`src/hw/rtl/assert_macros.svh`:
```
// ---------------------------------------------------------------------------
// assert_macros.svh
// Assertion shorthands used by the RTL top level.
// ---------------------------------------------------------------------------
`ifndef ASSERT_MACROS_SVH
`define ASSERT_MACROS_SVH

// cond must never be true outside reset
`define ASSERT_NEVER(label, clk, rstn, cond, msg) \
    label: assert property (@(posedge clk) disable iff (!rstn) !(cond)) \
        else $error(msg);

// ante implies cons in the next cycle
`define ASSERT_NEXT(label, clk, rstn, ante, cons, msg) \
    label: assert property (@(posedge clk) disable iff (!rstn) (ante) |=> (cons)) \
        else $error(msg);

`endif

```
`src/hw/rtl/lse_pkg.sv`:
```
// ---------------------------------------------------------------------------
// lse_pkg
// Shared constants, types and helpers of the LSB payload extractor.
// ---------------------------------------------------------------------------
`default_nettype none

package lse_pkg;

    localparam int LENGTH_BITS = 64;
    localparam int HC_W        = $clog2(LENGTH_BITS + 1);
    localparam int TAKE_W      = 4;

    // register word indexes
    localparam logic REG_PAYLOAD_MASK = 1'b0;
    localparam logic [7:0] MASK_RESET = 8'h01;

    typedef struct packed {
        logic       valid;
        logic [7:0] plain_byte;
        logic       last_byte;
    } result_t;

    typedef struct packed {
        logic header_done;
        logic payload_done;
    } core_status_t;

    function automatic logic [TAKE_W-1:0] ones_in(input logic [7:0] v);
        logic [TAKE_W-1:0] n;
        n = '0;
        for (int k = 0; k < 8; k++) begin
            n = n + TAKE_W'(v[k]);
        end
        return n;
    endfunction

endpackage

`default_nettype wire

```
`src/hw/rtl/lse_core.sv`:
```
// ---------------------------------------------------------------------------
// lse_core
// Header length capture, bit unpack and byte assembly, one word per cycle while accept is high.
// ---------------------------------------------------------------------------
`default_nettype none

module lse_core (
    input  wire logic                          aclk,
    input  wire logic                          aresetn,
    input  wire logic                          accept,
    input  wire logic [7:0]                    color_byte,
    input  wire logic                          image_start,
    input  wire logic [lse_pkg::TAKE_W-1:0]    take,
    output lse_pkg::result_t                   result,
    output lse_pkg::core_status_t              status
);

    localparam int LB = lse_pkg::LENGTH_BITS;
    localparam int HW = lse_pkg::HC_W;
    localparam int TW = lse_pkg::TAKE_W;

    logic [HW-1:0] header_count_reg, header_count_next;
    logic [LB-1:0] payload_length_reg, payload_length_next;
    logic [7:0]    partial_byte_reg, partial_byte_next;
    logic [2:0]    bit_position_reg, bit_position_next;
    logic [LB-1:0] bytes_emitted_reg, bytes_emitted_next;

    logic [HW-1:0] eff_hc;
    logic [LB-1:0] eff_len, eff_emit, emit_inc;
    logic [7:0]    eff_part, out_byte;
    logic [2:0]    eff_pos, d;
    logic          in_header, active, complete;
    logic [TW-1:0] eff_take, pos_sum;

    always_comb begin
        // start of image clears state before this word is used
        eff_hc   = image_start ? '0 : header_count_reg;
        eff_len  = image_start ? '0 : payload_length_reg;
        eff_part = image_start ? '0 : partial_byte_reg;
        eff_pos  = image_start ? '0 : bit_position_reg;
        eff_emit = image_start ? '0 : bytes_emitted_reg;

        in_header = eff_hc < HW'(LB);
        active    = !in_header && (eff_emit != eff_len);
        eff_take  = active ? take : '0;
        pos_sum   = TW'(eff_pos) + eff_take;
        complete  = pos_sum[TW-1];
        emit_inc  = eff_emit + LB'(1);

        header_count_next   = in_header ? eff_hc + HW'(1) : eff_hc;
        payload_length_next = eff_len;
        for (int k = 0; k < LB; k++) begin
            if (in_header && (eff_hc == HW'(k)) && color_byte[0]) begin
                payload_length_next[k] = 1'b1;
            end
        end

        d = '0;
        for (int i = 0; i < 8; i++) begin
            d = 3'(i) - eff_pos;
            partial_byte_next[i] = (TW'(d) < eff_take) ? color_byte[d] : eff_part[i];
            out_byte[i] = (3'(i) >= eff_pos) ? color_byte[d] : eff_part[i];
        end

        bit_position_next  = pos_sum[2:0];
        bytes_emitted_next = complete ? emit_inc : eff_emit;
    end

    always_ff @(posedge aclk) begin
        if (!aresetn) begin
            header_count_reg   <= '0;
            payload_length_reg <= '0;
            partial_byte_reg   <= '0;
            bit_position_reg   <= '0;
            bytes_emitted_reg  <= '0;
        end else if (accept) begin
            header_count_reg   <= header_count_next;
            payload_length_reg <= payload_length_next;
            partial_byte_reg   <= partial_byte_next;
            bit_position_reg   <= bit_position_next;
            bytes_emitted_reg  <= bytes_emitted_next;
        end
    end

    assign result.valid      = accept && complete;
    assign result.plain_byte = out_byte;
    assign result.last_byte  = (emit_inc == eff_len);

    assign status.header_done  = !in_header;
    assign status.payload_done = !in_header && !active;

endmodule

`default_nettype wire

```
`src/hw/rtl/lse_out_buf.sv`:
```
// ---------------------------------------------------------------------------
// lse_out_buf
// Output register plus skid stage for the result channel.
// ---------------------------------------------------------------------------
`default_nettype none

module lse_out_buf (
    input  wire logic              aclk,
    input  wire logic              aresetn,
    input  lse_pkg::result_t       result,
    output logic                   in_ready,
    output logic                   m_valid,
    input  wire logic              m_ready,
    output logic [7:0]             m_plain_byte,
    output logic                   m_last_byte,
    output logic                   skid_full
);

    logic       out_valid_reg, skid_valid_reg;
    logic [7:0] out_byte_reg, skid_byte_reg;
    logic       out_last_reg, skid_last_reg;
    logic       out_free;

    assign out_free = !out_valid_reg || m_ready;

    always_ff @(posedge aclk) begin
        if (!aresetn) begin
            out_valid_reg  <= 1'b0;
            skid_valid_reg <= 1'b0;
        end else begin
            if (skid_valid_reg) begin
                if (m_ready) begin
                    skid_valid_reg <= 1'b0;
                end
            end else if (result.valid) begin
                out_valid_reg  <= out_free ? 1'b1 : out_valid_reg;
                skid_valid_reg <= !out_free;
            end else if (m_ready) begin
                out_valid_reg <= 1'b0;
            end
        end
    end

    always_ff @(posedge aclk) begin
        if (skid_valid_reg) begin
            if (m_ready) begin
                out_byte_reg <= skid_byte_reg;
                out_last_reg <= skid_last_reg;
            end
        end else if (result.valid) begin
            if (out_free) begin
                out_byte_reg <= result.plain_byte;
                out_last_reg <= result.last_byte;
            end else begin
                skid_byte_reg <= result.plain_byte;
                skid_last_reg <= result.last_byte;
            end
        end
    end

    assign in_ready     = !skid_valid_reg;
    assign m_valid      = out_valid_reg;
    assign m_plain_byte = out_byte_reg;
    assign m_last_byte  = out_last_reg;
    assign skid_full    = skid_valid_reg;

endmodule

`default_nettype wire

```
`src/hw/rtl/lsb_stego_extractor_top.sv`:
```
// ---------------------------------------------------------------------------
// lsb_stego_extractor_top
// Recovers a payload hidden in the low bits of cover-image color bytes.
// ---------------------------------------------------------------------------
// Color bytes arrive one word per cycle on s_* in the host's traversal order.
// The first 64 words of an image (s_image_start on the first one) supply a
// 64-bit byte count, one LSB each, LSB first. Every later word supplies its
// low popcount(payload_mask) bits, packed LSB first into payload bytes that
// leave on m_*, the final one with m_last_byte set. Once the count is met,
// input words are accepted and dropped until the next s_image_start.
// Rate: one word per cycle sustained while s_ready is high. State update and
// bit unpack of a word happen together; each completed byte is registered (in
// the output register, or the skid if that is held) for m_*. A two-entry
// output buffer (output register + skid) lets s_ready stay high while one
// result waits; s_ready drops only when both entries are full.
// payload_mask sits at byte address 0 (reset 1) and should only be written
// while the block is idle.
// ---------------------------------------------------------------------------
`default_nettype none

`include "assert_macros.svh"

module lsb_stego_extractor_top (
    input  wire logic        aclk,
    input  wire logic        aresetn,
    // APB config
    input  wire logic        psel,
    input  wire logic        penable,
    input  wire logic        pwrite,
    input  wire logic [2:0]  paddr,
    input  wire logic [31:0] pwdata,
    output logic [31:0]      prdata,
    output logic             pready,
    // color byte stream
    input  wire logic        s_valid,
    output logic             s_ready,
    input  wire logic [7:0]  s_color_byte,
    input  wire logic        s_image_start,
    // payload byte stream
    output logic             m_valid,
    input  wire logic        m_ready,
    output logic [7:0]       m_plain_byte,
    output logic             m_last_byte
);

    logic [7:0]                     payload_mask_reg;
    logic [lse_pkg::TAKE_W-1:0]     take;
    logic                           cfg_write, accept, skid_full;
    lse_pkg::result_t               result;
    lse_pkg::core_status_t          status;

    // config: word index is paddr[2]
    assign pready    = 1'b1;
    assign cfg_write = psel && penable && pwrite && pready;

    always_ff @(posedge aclk) begin
        if (!aresetn) begin
            payload_mask_reg <= lse_pkg::MASK_RESET;
        end else if (cfg_write && (paddr[2] == lse_pkg::REG_PAYLOAD_MASK)) begin
            payload_mask_reg <= pwdata[7:0];
        end
    end

    always_comb begin
        unique case (paddr[2])
            lse_pkg::REG_PAYLOAD_MASK: prdata = {24'd0, payload_mask_reg};
            default:                   prdata = '0;
        endcase
    end

    // bits taken per payload word
    assign take   = lse_pkg::ones_in(payload_mask_reg);
    assign accept = s_valid && s_ready;

    lse_core u_core (
        .aclk        (aclk),
        .aresetn     (aresetn),
        .accept      (accept),
        .color_byte  (s_color_byte),
        .image_start (s_image_start),
        .take        (take),
        .result      (result),
        .status      (status)
    );

    lse_out_buf u_out_buf (
        .aclk         (aclk),
        .aresetn      (aresetn),
        .result       (result),
        .in_ready     (s_ready),
        .m_valid      (m_valid),
        .m_ready      (m_ready),
        .m_plain_byte (m_plain_byte),
        .m_last_byte  (m_last_byte),
        .skid_full    (skid_full)
    );

    // a result never comes out of a header word or a finished image
    `ASSERT_NEVER(a_no_result_in_header, aclk, aresetn,
        result.valid && (!status.header_done || status.payload_done),
        "result produced outside payload phase")
    // skid holds data only behind a full output register
    `ASSERT_NEVER(a_skid_behind_out, aclk, aresetn, skid_full && !m_valid,
        "skid entry with empty output register")
    // after a produced result, m_valid is high in the next cycle
    `ASSERT_NEXT(a_result_visible, aclk, aresetn, result.valid, m_valid,
        "produced result not presented")

endmodule

`default_nettype wire

```
`config.mk`:
```
export PLATFORM = sky130hd
export DESIGN_NAME = lsb_stego_extractor_top
export DESIGN_NICKNAME = d
export VERILOG_FILES = /design/src/hw/rtl/lse_pkg.sv /design/src/hw/rtl/lse_core.sv /design/src/hw/rtl/lse_out_buf.sv /design/src/hw/rtl/lsb_stego_extractor_top.sv
export VERILOG_INCLUDE_DIRS = /design/src /design/src/hw/rtl
export SDC_FILE = /design/constraint.sdc
export NUM_CORES = 1
export LEC_CHECK = 0
export ABC_AREA = 1
export BUFFER_PORTS_ARGS = -buffer_cell sky130_fd_sc_hd__buf_2
export CORE_ASPECT_RATIO = 1.25
export CORE_UTILIZATION = 64
export CTS_BUF_LIST = sky130_fd_sc_hd__clkbuf_8
export DETAILED_ROUTE_END_ITERATION = 6
export PLACE_DENSITY = 0.83
export SYNTH_ARGS = -nofsm -noshare
export SYNTH_HDL_FRONTEND = slang
export SYNTH_HIERARCHICAL = 1
export SYNTH_SLANG_ARGS = --single-unit
```
`constraint.sdc`:
```
create_clock -name aclk -period 6.9 [get_ports aclk]
set_input_delay 0.345 -clock aclk [delete_from_list [all_inputs] [get_ports aclk]]
set_output_delay 0.345 -clock aclk [all_outputs]
set_load 0.02 [all_outputs]
```
Yosys cells after proc, flatten, opt, wreduce, memory -nomap -nowiden
Cells that the tools add are included.
{"block": "totals", "output_inout_bits": 44, "in_bits": 51, "ff_bits": 174, "wordCells": 390}
{"block": "op_classes", "eq_ne": 67, "bitwise": 3, "n_lt_le_gt_ge": 25, "n_mux": 119, "reduce_logical": 146, "n_addsub": 18}
{"cell": "== test 7 x 6 -> 1 bit (second input constant)", "count": 32}
{"cell": "two-way mux 64 bit", "count": 3}
{"cell": "logical AND 1 bit", "count": 134}
{"cell": "== test 7 x 5 -> 1 bit (second input constant)", "count": 16}
{"cell": "two-way mux 1 bit", "count": 98}
{"cell": "adder 64 x 1 -> 64 bit (second input constant)", "count": 1}
{"cell": "== test 64 bit", "count": 1}
{"cell": "inequality test 64 bit", "count": 1}
{"cell": "== test 7 x 4 -> 1 bit (second input constant)", "count": 8}
{"cell": "two-way mux 8 bit", "count": 6}
{"cell": "< comparator 3 x 4 -> 1 bit", "count": 8}
{"cell": "< comparator 3 x 4 -> 1 bit (second input constant)", "count": 8}
{"cell": "== test 7 x 3 -> 1 bit (second input constant)", "count": 4}
{"cell": "binary-select mux 1 bit (select 3 bit)", "count": 8}
{"cell": "adder 4 x 1 -> 4 bit", "count": 4}
{"cell": "== test 7 x 2 -> 1 bit (second input constant)", "count": 2}
{"cell": "two-way mux 7 bit", "count": 2}
{"cell": ">= comparator 3 bit (first input constant)", "count": 4}
{"cell": "subtractor 3 bit (first input constant)", "count": 4}
{"cell": "AND reduction 3 bit", "count": 3}
{"cell": "adder 7 x 1 -> 7 bit (second input constant)", "count": 1}
{"cell": "== test 7 x 1 -> 1 bit (second input constant)", "count": 1}
{"cell": "zero test 7 bit", "count": 1}
{"cell": "< comparator 7 bit (second input constant)", "count": 1}
{"cell": "other kinds (16)", "count": 27}

Depth between registers and ports, before layout
Gate-level depths: netlist of the first run.
{"block": "depth", "ltp_word": 12, "ltp_mapped": 28, "mapped_depth_nobuf": 26}

Hierarchy
The synthesis of the first run kept the hierarchy.
{"mod": "lse_core", "seq_area_each_um2": 2902.8, "instances": 1, "cells_each": 2479, "area_each_um2": 13300.3}
{"mod": "lsb_stego_extractor_top", "seq_area_each_um2": 160.2, "instances": 1, "cells_each": 118, "area_each_um2": 830.8}
{"mod": "lse_out_buf", "seq_area_each_um2": 580.6, "instances": 1, "cells_each": 67, "area_each_um2": 783.3}

Worst setup path after synthesis of the first run
OpenSTA, ideal clock, no wires.
{"block": "synth_path", "path_type": "register to register", "start": "register payload_mask_reg[0]", "end": "register u_out_buf.out_last_reg (netlist: u_out_buf/m_last_byte), enable pin", "stages_incl_launch_ff": 22, "path_slack_ns": 1.902, "period_less_slack_ns": 4.998, "t_required_ns": 6.521, "setup_ns": 0.379, "n_path_buf": 0, "arrival_time_ns": 4.619, "path_cell_list": "dfxtp_1 inv_1 fa_1 fa_1 fa_1 inv_1 ha_1 inv_1 fa_1 xnor2_1 nand3_1 ha_1 inv_1 nand2_1 nand2_1 a31oi_1 nand4_4 nand2_4 nand2_1 inv_1 nand2_1 o22ai_1"}
{"item": "start: declaration", "line": "lsb_stego_extractor_top.sv:46", "text": "logic [7:0] payload_mask_reg;"}
{"item": "start signal: assignment", "line": "lsb_stego_extractor_top.sv:58", "text": "payload_mask_reg <= lse_pkg::MASK_RESET;"}
{"item": "start signal: assignment", "line": "lsb_stego_extractor_top.sv:60", "text": "payload_mask_reg <= pwdata[7:0];"}
{"item": "end signal: assignment", "line": "lse_out_buf.sv:48", "text": "out_last_reg <= skid_last_reg;"}
{"item": "end signal: assignment", "line": "lse_out_buf.sv:53", "text": "out_last_reg <= result.last_byte;"}
{"item": "end: declaration", "line": "lse_out_buf.sv:21", "text": "logic out_last_reg, skid_last_reg;"}

==> results of run 1 <==
stage by stage:
stage	std cells	worst slack [ns]
2_1_floorplan	2686	1.902
3_3_place_gp	2916	1.337
3_5_place_dp	2916	1.213
4_1_cts	2948	1.193
5_1_grt	2948	0.9125
6_report	2948	1.196
how the worst min path moves through the flow:
stage	from	slack, ns	to
5_1_grt	pwdata[0]	0.06	payload_mask_reg[0]
3_5_place_dp	u_core/header_count_reg[2]	0.46	u_core/header_count_reg[2]
3_3_place_gp	u_core/header_count_reg[2]	0.44	u_core/header_count_reg[2]
6_report	pwdata[0]	0.06	payload_mask_reg[0]
4_1_cts	pwdata[0]	0.05	payload_mask_reg[0]
2_1_floorplan	u_core/header_count_reg[2]	0.43	u_core/header_count_reg[2]
layout make-up:
| type | count | area [µm²] | area share [%] |
|---|---|---|---|
| clock buffers | 17 | 234.0 | 1.519 |
| repair buffers | 60 | 345.3 | 2.242 |
| flip-flops and latches | 173 | 3643 | 23.65 |
| multi-input cells | 2005 | 9168 | 59.52 |
| clock inverters | 15 | 177.7 | 1.153 |
| well taps | 288 | 360.3 | 2.339 |
| inverters | 390 | 1475 | 9.577 |
metal layers:
| metal | routed length, µm | GRT usage (%) | up-vias |
|---|---|---|---|
| met5 | 0 | 0 | - |
| met4 | 4419 | 35.07 | 0 |
| met3 | 4959 | 8.225 | 239 |
| met2 | 23330 | 69.97 | 924 |
| met1 | 19490 | 51.41 | 7589 |
| li1 | - | - | 8234 |
tightest hold or removal path, stage by stage:
cell and delay (ns):
buf_2 0.07, nand2_1 0.04, nand3_1 0.07
placed cells by master, fill, tap and decap left out, types with 3 or more instances in the layout:
master,n
o21ai_2,4
nor2_1,340
o21ai_1,10
a21oi_1,149
clkbuf_8,17
inv_2,5
nand2_4,3
o21bai_1,6
nor2_4,4
nand3b_1,20
ha_1,31
xnor2_1,3
nor3_1,33
buf_4,18
clkinv_4,6
nor2_2,25
edfxtp_1,18
dfxtp_1,155
o21ai_0,46
nand2_2,6
inv_6,5
inv_1,381
nand2_1,904
fa_1,5
nand3_2,9
mux2i_1,7
conb_1,25
nand3_1,328
nand4_1,22
buf_2,42
clkinv_8,3
xor2_1,5
where the power goes:
| part | total, mW | internal [mW] | switching [mW] | leakage [nW] |
|---|---|---|---|---|
| registers | 1.06 | 1.04 | 0.0211 | 1.42 |
| logic | 0.367 | 0.105 | 0.261 | 5.53 |
| clock network | 0.760 | 0.305 | 0.456 | 0.206 |
| total | 2.19 | 1.45 | 0.738 | 7.15 |
==> reports/results.tsv, run 1 <==
stage	metric	value	unit
status	status	complete, but fails checks	
status	violations	DRC	
cts	clk_path_buf_depth	2	
die	num_io_pins	95	
placement	routabilityCongestion	1.042	
critical_path	slowest_stage	o22ai_1	
critical_path	endpoint_kind	flip-flop	
sta	fmax	175.3	MHz
pwr	p_per_area	142.2	nW/µm²
finish	final_nets	2734	
critical_path	reg2reg_slack	1.20	ns
die	fp.dieH	172.7	µm
cts	clock_sinks	173	
synthesis	postSynthCellCount	2663	
placement	placed_area	14990	µm²
routing	wl_per_cell	17.71	µm
sta	slew_headroom	11.86	%
sta	fin_skew	0.02724	ns
finish	fill_cells	2238	
routing	viasPerCell	5.762	
critical_path	crit_path_max_incr_delay	0.72	ns
critical_path	cp_cell_sequence	inv_1, fa_1, fa_1, fa_1, inv_1, ha_1, inv_1, fa_1, xnor2_1, nand3_1, ha_1, inv_1, nand2_1, nand2_1, a31oi_1, nand4_4, nand2_4, nand2_1, inv_1, nand2_1, o22ai_1	
critical_path	cp_num_buf_inv	5	
flow_run	cap_violations	0	
critical_path	cpMostUsedCell	inv_1	
global_route	antenna_found_initial	0	
finish	stdcell_area	15400	µm²
placement	port_buffers	43	
sta	tns	0	ns
finish	synthToLayoutAreaGrowth	3.306	%
sta	timing.final.crit_share	82.66	%
cts	cts_tree	built	
critical_path	required	7.04	ns
cts	post_cts_buffers	0	
routing	routed_wl	52.21	mm
global_route	grt-ovfl-total	0	
die	core_area	22880	µm²
placement	dp_hpwl	38.00	mm
cts	ctsResizeCount	0	
critical_path	critPathKind	flip-flop to flip-flop	
sta	fin_crit	5.704	ns
sta	whs	0.06287	ns
cts	root_buffer	clkbuf_8	
pwr	p_leak	7.153	nW
routing	ant_nets	0	
die	initial_core_util	65.16	%
critical_path	cp.depth	21	
min_path	hold_class	primary input to flip-flop	
synthesis	avgSynthCellArea	5.599	µm²
critical_path	cp-start-kind	flip-flop	
pwr	finalPower	2.190	mW
finish	layout-drive-gt1-share	5.902	%
critical_path	critPathCapture	u_out_buf/m_plain_byte[0]	
routing	drc_errors	2	
cts	insertion_delay	0.51	ns
finish	n_antenna_cell	0	
routing	vias	16990	
global_route	grt_max_degree	92	
cts	cts-htree-levels	4	
sta	setup_viol	0	
critical_path	crit_start	payload_mask_reg[0]	
die	dieArea	23920	µm²
global_route	grt_usage	43.71	%
min_path	holdPathStages	3	
sta	slew_viol_final	0	
critical_path	cp.arrival	5.84	ns
finish	final_core_util	67.31	%
global_route	grt_pass1_wl	81.18	mm
sta	grt_setup_unrepaired	no	
cts	path_clk_slew	0.10	ns
sta	tightest_slew	1.312	ns
critical_path	path_max_fanout	9	
cts	cts_buffers	17	
die	die_x	138.5	µm
critical_path	regToRegStartpoint	payload_mask_reg[0]	
global_route	grt_pass1_vias	15560	
routing	drt-initial-drc-count	1962	
routing	first_pass_iters	7	
critical_path	crit_family	adder cells	
synthesis	yosysWarnings	6	
sta	finalHoldViolations	0	
critical_path	reg2reg_to	u_out_buf/m_plain_byte[0]	
die	rows	62	
pwr	vdd_drop_max	0.1348	mV
cts	postCtsHoldBufs	0	
critical_path	reg2reg_depth	21	
synthesis	synth_area	14910	µm²
No activity file was read; power rests on OpenSTA's default activity.
==> run 2: changes to the inputs <==
--- a/config.mk
+++ b/config.mk
@@ -9,10 +9,10 @@
 export ABC_AREA = 1
 export BUFFER_PORTS_ARGS = -buffer_cell sky130_fd_sc_hd__buf_2
 export CORE_ASPECT_RATIO = 1.25
-export CORE_UTILIZATION = 64
+export CORE_UTILIZATION = 58
 export CTS_BUF_LIST = sky130_fd_sc_hd__clkbuf_8
 export DETAILED_ROUTE_END_ITERATION = 6
-export PLACE_DENSITY = 0.83
+export PLACE_DENSITY = 0.8
 export SYNTH_ARGS = -nofsm -noshare
 export SYNTH_HDL_FRONTEND = slang
 export SYNTH_HIERARCHICAL = 1
==> constraint.sdc (replaced) <==
create_clock -name aclk -period 4.8 [get_ports aclk]
set_input_delay 0.24 -clock aclk [delete_from_list [all_inputs] [get_ports aclk]]
set_output_delay 0.24 -clock aclk [all_outputs]
set_load 0.02 [all_outputs]
==> run 2 against run 1 <==
Compared with the run above:
- the flow now finishes without violations
- clock-buffer cell count unchanged
- design area increased by 2.8%
- critical path type unchanged
- register-to-register slack got worse by 1.0 ns
- largest cell class unchanged
- highest routed layer unchanged
==> reports/results.tsv, run 2 (same netlist as run 1, synthesis figures left out) <==
stage	metric	value	unit
status	status	finished, final reports clean	
routing	wl_per_cell	18.16	µm
global_route	antenna_found_initial	0	
cts	root_buffer	clkbuf_8	
pwr	power_frac_comb	16.8	%
pwr	p_leak	7.339	nW
critical_path	endpoint_kind	flip-flop	
routing	ant_nets	0	
routing	viasPerCell	5.722	
routing	routed_wl	54.87	mm
cts	clk_path_buf_depth	2	
pwr	p_clk_share	35.9	%
finish	final_core_util	62.81	%
placement	routabilityCongestion	1.024	
sta	slew_viol_final	0	
global_route	grt-ovfl-total	0	
die	rows	65	
cts	insertion_delay	0.50	ns
critical_path	cp-start-kind	flip-flop	
finish	synthToLayoutAreaGrowth	6.209	%
sta	setup_viol	0	
cts	cts_tree	built	
sta	fin_skew	0.02926	ns
global_route	grt_max_degree	99	
min_path	hold_end	u_out_buf/skid_full	
sta	slew_headroom	24.98	%
finish	layout-drive-gt1-share	7.111	%
finish	final_nets	2760	
routing	vias	17290	
sta	whs	0.05612	ns
die	dieArea	26360	µm²
critical_path	regToRegStartpoint	payload_mask_reg[0]	
pwr	switching_share	33.42	%
min_path	hold_class	primary input to flip-flop	
critical_path	reg2reg_depth	19	
die	num_io_pins	95	
routing	first_pass_iters	7	
pwr	p_int	2.151	mW
finish	n_antenna_cell	0	
critical_path	reg2reg_to	u_core/bytes_emitted_reg[50]	
critical_path	reg2reg_slack	0.20	ns
finish	fill_cells	2601	
pwr	p_sw	1.080	mW
die	core_area	25210	µm²
die	die_x	145.4	µm
critical_path	critPathKind	flip-flop to flip-flop	
placement	port_buffers	43	
die	initial_core_util	59.14	%
sta	finalHoldViolations	0	
pwr	p_per_area	204.0	nW/µm²
routing	drc_errors	0	
critical_path	cp.arrival	5.00	ns
cts	path_clk_slew	0.10	ns
finish	layout_commonest_cell	nand2_1	
cts	clock_sinks	173	
min_path	worstHoldStart	m_ready	
global_route	grt_pass1_wl	84.39	mm
routing	drt-initial-drc-count	1748	
finish	mostFrequentLayoutCells	903 x nand2_1, 378 x inv_1, 340 x nor2_1, 328 x nand3_1, 153 x dfxtp_1	
cts	cts-htree-levels	4	
pwr	seqPwrFrac	47.3	%
critical_path	path_max_fanout	63	
sta	tns	0	ns
sta	fmax	217.2	MHz
cts	cts_buffers	17	
placement	dp_hpwl	40.51	mm
critical_path	required	5.20	ns
min_path	holdPathStages	4	
global_route	grt_pass1_vias	15560	
sta	tightest_slew	1.125	ns
pwr	vdd_drop_max	0.2362	mV
die	fp.dieH	181.3	µm
global_route	grt_usage	41.33	%
sta	fin_crit	4.603	ns
flow_run	cap_violations	0	
sta	timing.final.crit_share	95.90	%
run 2: area by class of cell:
| class | count | area [µm²] | share of cell area [%] |
|---|---|---|---|
| Clock inverter | 15 | 195.2 | 1.233 |
| Multi-Input combinational cell | 2005 | 9186 | 58.01 |
| Sequential cell | 173 | 3646 | 23.02 |
| Timing Repair Buffer | 86 | 680.7 | 4.298 |
| Clock buffer | 17 | 234.0 | 1.477 |
| Inverter | 390 | 1475 | 9.315 |
| Tap cell | 335 | 419.2 | 2.647 |
run 2: stage by stage:
stage               total power, mW  worst slack, ns  cells  area, µm²
floorplan                     1.962          0.02034   2686      15000
global route                  3.366         -0.02003   3021      15840
CTS                           3.238         0.008915   3018      15740
detailed placement            2.084          0.03213   2985      15300
global placement              2.070          0.09259   2985      15300
finish                        3.231           0.1966   3021      15840
run 2: how the worst max path moves through the flow:
stage | startpoint | end | slack [ns] | cells after the start
after floorplan | payload_mask_reg[0] | u_out_buf/m_last_byte | 0.02 | 21
after global placement | payload_mask_reg[0] | u_out_buf/skid_byte_reg[4] | 0.09 | 25
after detailed placement | payload_mask_reg[1] | u_core/bytes_emitted_reg[10] | 0.03 | 21
after CTS | payload_mask_reg[1] | u_out_buf/skid_byte_reg[2] | 0.009 | 26
after global routing | payload_mask_reg[0] | u_out_buf/skid_byte_reg[4] | -0.02 | 22
final | payload_mask_reg[0] | u_core/bytes_emitted_reg[50] | 0.20 | 19
run 2: power by group through the flow:
stage | Combinational [mW] | Clock [mW] | Sequential, mW
2_1_floorplan | 0.412 | 0 | 1.55
3_3_place_gp | 0.511 | 0 | 1.56
6_report | 0.542 | 1.16 | 1.53
3_5_place_dp | 0.524 | 0 | 1.56
4_1_cts | 0.527 | 1.18 | 1.53
5_1_grt | 0.599 | 1.23 | 1.53
run 2: critical path, stage by stage, from the launching register on:
cell	delay, ns
dfxtp_2	0.34
inv_1	0.06
fa_1	0.55
fa_1	0.43
fa_1	0.50
inv_1	0.05
ha_2	0.17
inv_1	0.07
fa_2	0.43
inv_1	0.06
nand3_1	0.16
ha_1	0.37
a31oi_1	0.17
buf_4	0.15
nand4_4	0.12
clkbuf_8	0.38
nand3_1	0.20
nand3_1	0.09
nand2_1	0.09
inv_1	0.04
run 2: metal layers:
metal	global-route usage (%)	part of all wire, %
met5	0	0
met2	67.75	45
met3	6.338	9.2
met1	50.59	38
met4	26.36	7.5
run 2: timing repair:
| action | 4_1_cts | 5_1_grt |
|---|---|---|
| endpoints found under the setup margin | 0 | 81 |
| hold endpoints to repair | 1 | 0 |
| gates resized for setup | 0 | 20 |
| hold buffers | 1 | 0 |
| setup buffers | 0 | 2 |
==> run 3: changes to the inputs <==
--- a/config.mk
+++ b/config.mk
@@ -6,13 +6,13 @@
 export SDC_FILE = /design/constraint.sdc
 export NUM_CORES = 1
 export LEC_CHECK = 0
-export ABC_AREA = 1
 export BUFFER_PORTS_ARGS = -buffer_cell sky130_fd_sc_hd__buf_2
 export CORE_ASPECT_RATIO = 1.25
-export CORE_UTILIZATION = 58
+export CORE_UTILIZATION = 57
 export CTS_BUF_LIST = sky130_fd_sc_hd__clkbuf_8
 export DETAILED_ROUTE_END_ITERATION = 6
-export PLACE_DENSITY = 0.8
+export MAX_ROUTING_LAYER = met4
+export PLACE_DENSITY = 0.79
 export SYNTH_ARGS = -nofsm -noshare
 export SYNTH_HDL_FRONTEND = slang
 export SYNTH_HIERARCHICAL = 1
==> run 3 against run 2 <==
Compared with the run above:
- non-clock buffer count rose by 54
- cell count shrank 39%
- utilization rose by 1.9 points
- wire length decreased by 6.2%
- synthesized cell count down 43%
- area after synthesis is 19% lower
- clock skew is 0.0024 ns lower
- sequential power down 4%
- largest cell class unchanged
- largest power group unchanged
- highest routed layer unchanged
==> reports/results.tsv, run 3 <==
stage	metric	value	unit
sta	slew_headroom	14.38	%
die	num_io_pins	95	
sta	layout_setup_ws	0.1735	ns
routing	drc_errors	0	
sta	fmax	216.1	MHz
pwr	vdd_drop_max	0.1889	mV
critical_path	reg2reg_depth	19	
sta	tightest_slew	1.281	ns
status	status	finished, final reports clean	
routing	routed_wl	51.46	mm
global_route	grt-ovfl-total	0	
critical_path	slowest_stage	fa_1	
synthesis	yosysWarnings	6	
finish	fin_cells	1852	
finish	final_core_util	64.67	%
finish	mostFrequentLayoutCells	155 x dfxtp_1, 139 x nor2_1, 99 x nand2_1, 97 x a21oi_1, 89 x o21ai_0	
sta	whs	0.01305	ns
placement	port_buffers	43	
cts	root_buffer	clkbuf_8	
critical_path	endpoint_kind	flip-flop	
finish	layout-drive-gt1-share	14.70	%
finish	layout_commonest_cell	dfxtp_1	
cts	cts_tree	built	
sta	slew_viol_final	0	
critical_path	crit_start	payload_mask_reg[0]	
sta	fin_skew	0.02682	ns
cts	insertion_delay	0.48	ns
critical_path	critPathKind	flip-flop to flip-flop	
sta	fin_crit	4.626	ns
critical_path	regToRegStartpoint	payload_mask_reg[0]	
routing	first_pass_iters	6	
critical_path	path_max_fanout	16	
global_route	grt_pass1_wl	74.00	mm
critical_path	reg2reg_to	u_core/bytes_emitted_reg[16]	
finish	fill_cells	1836	
cts	cts-htree-levels	4	
critical_path	cp_cell_sequence	inv_1, fa_1, fa_1, fa_1, inv_1, ha_1, inv_1, fa_1, inv_2, nand2_4, ha_4, a21oi_1, o21bai_1, buf_4, xnor2_2, buf_12, buf_4, or4_1, a21oi_1	
global_route	grt_pass1_vias	11900	
routing	ant_nets	0	
routing	viasPerCell	6.961	
critical_path	cpMostUsedCell	fa_1	
finish	regArea	3643	µm²
min_path	holdPathStages	3	
critical_path	cp-start-kind	flip-flop	
finish	multi_input_area	7799	µm²
critical_path	reg2reg_slack	0.17	ns
placement	dp_hpwl	38.09	mm
die	dieArea	21840	µm²
sta	tns	0	ns
die	fp.dieH	165.0	µm
die	initial_core_util	58.17	%
die	core_area	20820	µm²
sta	grt_setup_unrepaired	no	
placement	pre_cts_ws	0.1116	ns
pwr	finalPower	2.896	mW
finish	synthToLayoutAreaGrowth	11.17	%
die	rows	59	
finish	stdcell_area	13460	µm²
cts	cts_buffers	17	
critical_path	crit_path_max_incr_delay	0.55	ns
critical_path	required	5.20	ns
cts	clk_path_buf_depth	2	
synthesis	synth_area	12110	µm²
pwr	p_leak	5.223	nW
cts	path_clk_slew	0.12	ns
global_route	grt_usage	47.69	%
pwr	p_per_area	215.1	nW/µm²
critical_path	cp.arrival	5.02	ns
finish	n_antenna_cell	0	
routing	vias	12890	
finish	final_nets	1652	
cts	clock_sinks	173	
global_route	grt_max_degree	57	
placement	placed_area	12920	µm²
die	die_x	132.4	µm
sta	timing.final.crit_share	96.38	%
critical_path	critPathCapture	u_core/bytes_emitted_reg[16]	
sta	finalHoldViolations	0	
sta	setup_viol	0	
global_route	antenna_found_initial	0	
placement	place_inst	1812	
flow_run	cap_violations	0	
synthesis	avgSynthCellArea	8.010	µm²
routing	wl_per_cell	27.78	µm
routing	drt-initial-drc-count	1630	
placement	routabilityCongestion	1.091	
min_path	hold_class	primary input to flip-flop	
synthesis	postSynthCellCount	1512	
run 3: changes by cell type in the layout (fill, tap and decap cells not counted), moves of 24 or more:
| cell | previous run | this run |
|---|---|---|
| xnor2_1 | 3 | 52 |
| nor2_2 | 25 | 0 |
| nor2_1 | 340 | 139 |
| a21oi_1 | 149 | 97 |
| a32oi_1 | 0 | 54 |
| inv_1 | 378 | 54 |
| buf_4 | 30 | 86 |
| and3_1 | 2 | 26 |
| nand2_1 | 903 | 99 |
| nor4_1 | 1 | 30 |
| o21ai_0 | 46 | 89 |
| nand3_1 | 328 | 51 |
| nor2b_1 | 0 | 83 |
run 3: where the power goes:
group | switching (mW) | internal (mW) | leakage (nW)
clock | 0.682 | 0.451 | 0.212
combinational | 0.199 | 0.0911 | 3.60
sequential | 0.00470 | 1.47 | 1.41
total | 0.886 | 2.01 | 5.22
run 3: cell type report:
type / count / area share (%)
Clock buffer: 17 / 1.738
Clock inverter: 15 / 1.422
Inverter: 57 / 1.617
Multi-Input combinational cell: 1176 / 57.93
Sequential cell: 173 / 27.06
Tap cell: 274 / 2.546
Timing Repair Buffer: 140 / 7.686
run 3: how the worst min path moves through the flow:
stage                                      to  slack (ns)                start
after floorplan           u_out_buf/skid_full        0.37              aresetn
after global placement    payload_mask_reg[6]        0.44  payload_mask_reg[6]
after detailed placement  payload_mask_reg[1]        0.46  payload_mask_reg[1]
after CTS                 payload_mask_reg[3]       0.001            pwdata[3]
after global routing      payload_mask_reg[1]        0.02            pwdata[1]
final                     payload_mask_reg[1]        0.01            pwdata[1]
run 3: worst max-delay path: cells and delay by family (launching register included):
family	cells	cell delay, ns
buf+inv	7	0.78
simple gates	2	0.60
xor+xnor	1	0.14
fa+ha+maj	6	2.31
compound gates	3	0.35
flops	1	0.35
run 3: timing repair:
action,CTS,global route
hold buffers,4,1
resized for setup,0,8
setup buffers,0,2
setup endpoints to repair,0,37
hold endpoints to repair,4,1
run 3: per-layer routing:
layer / GRT usage, % / wire length (µm)
met3: 8.963 / 4997
met5: - / 0
met4: 38.51 / 4987
met2: 76.82 / 23330
met1: 51.88 / 18150
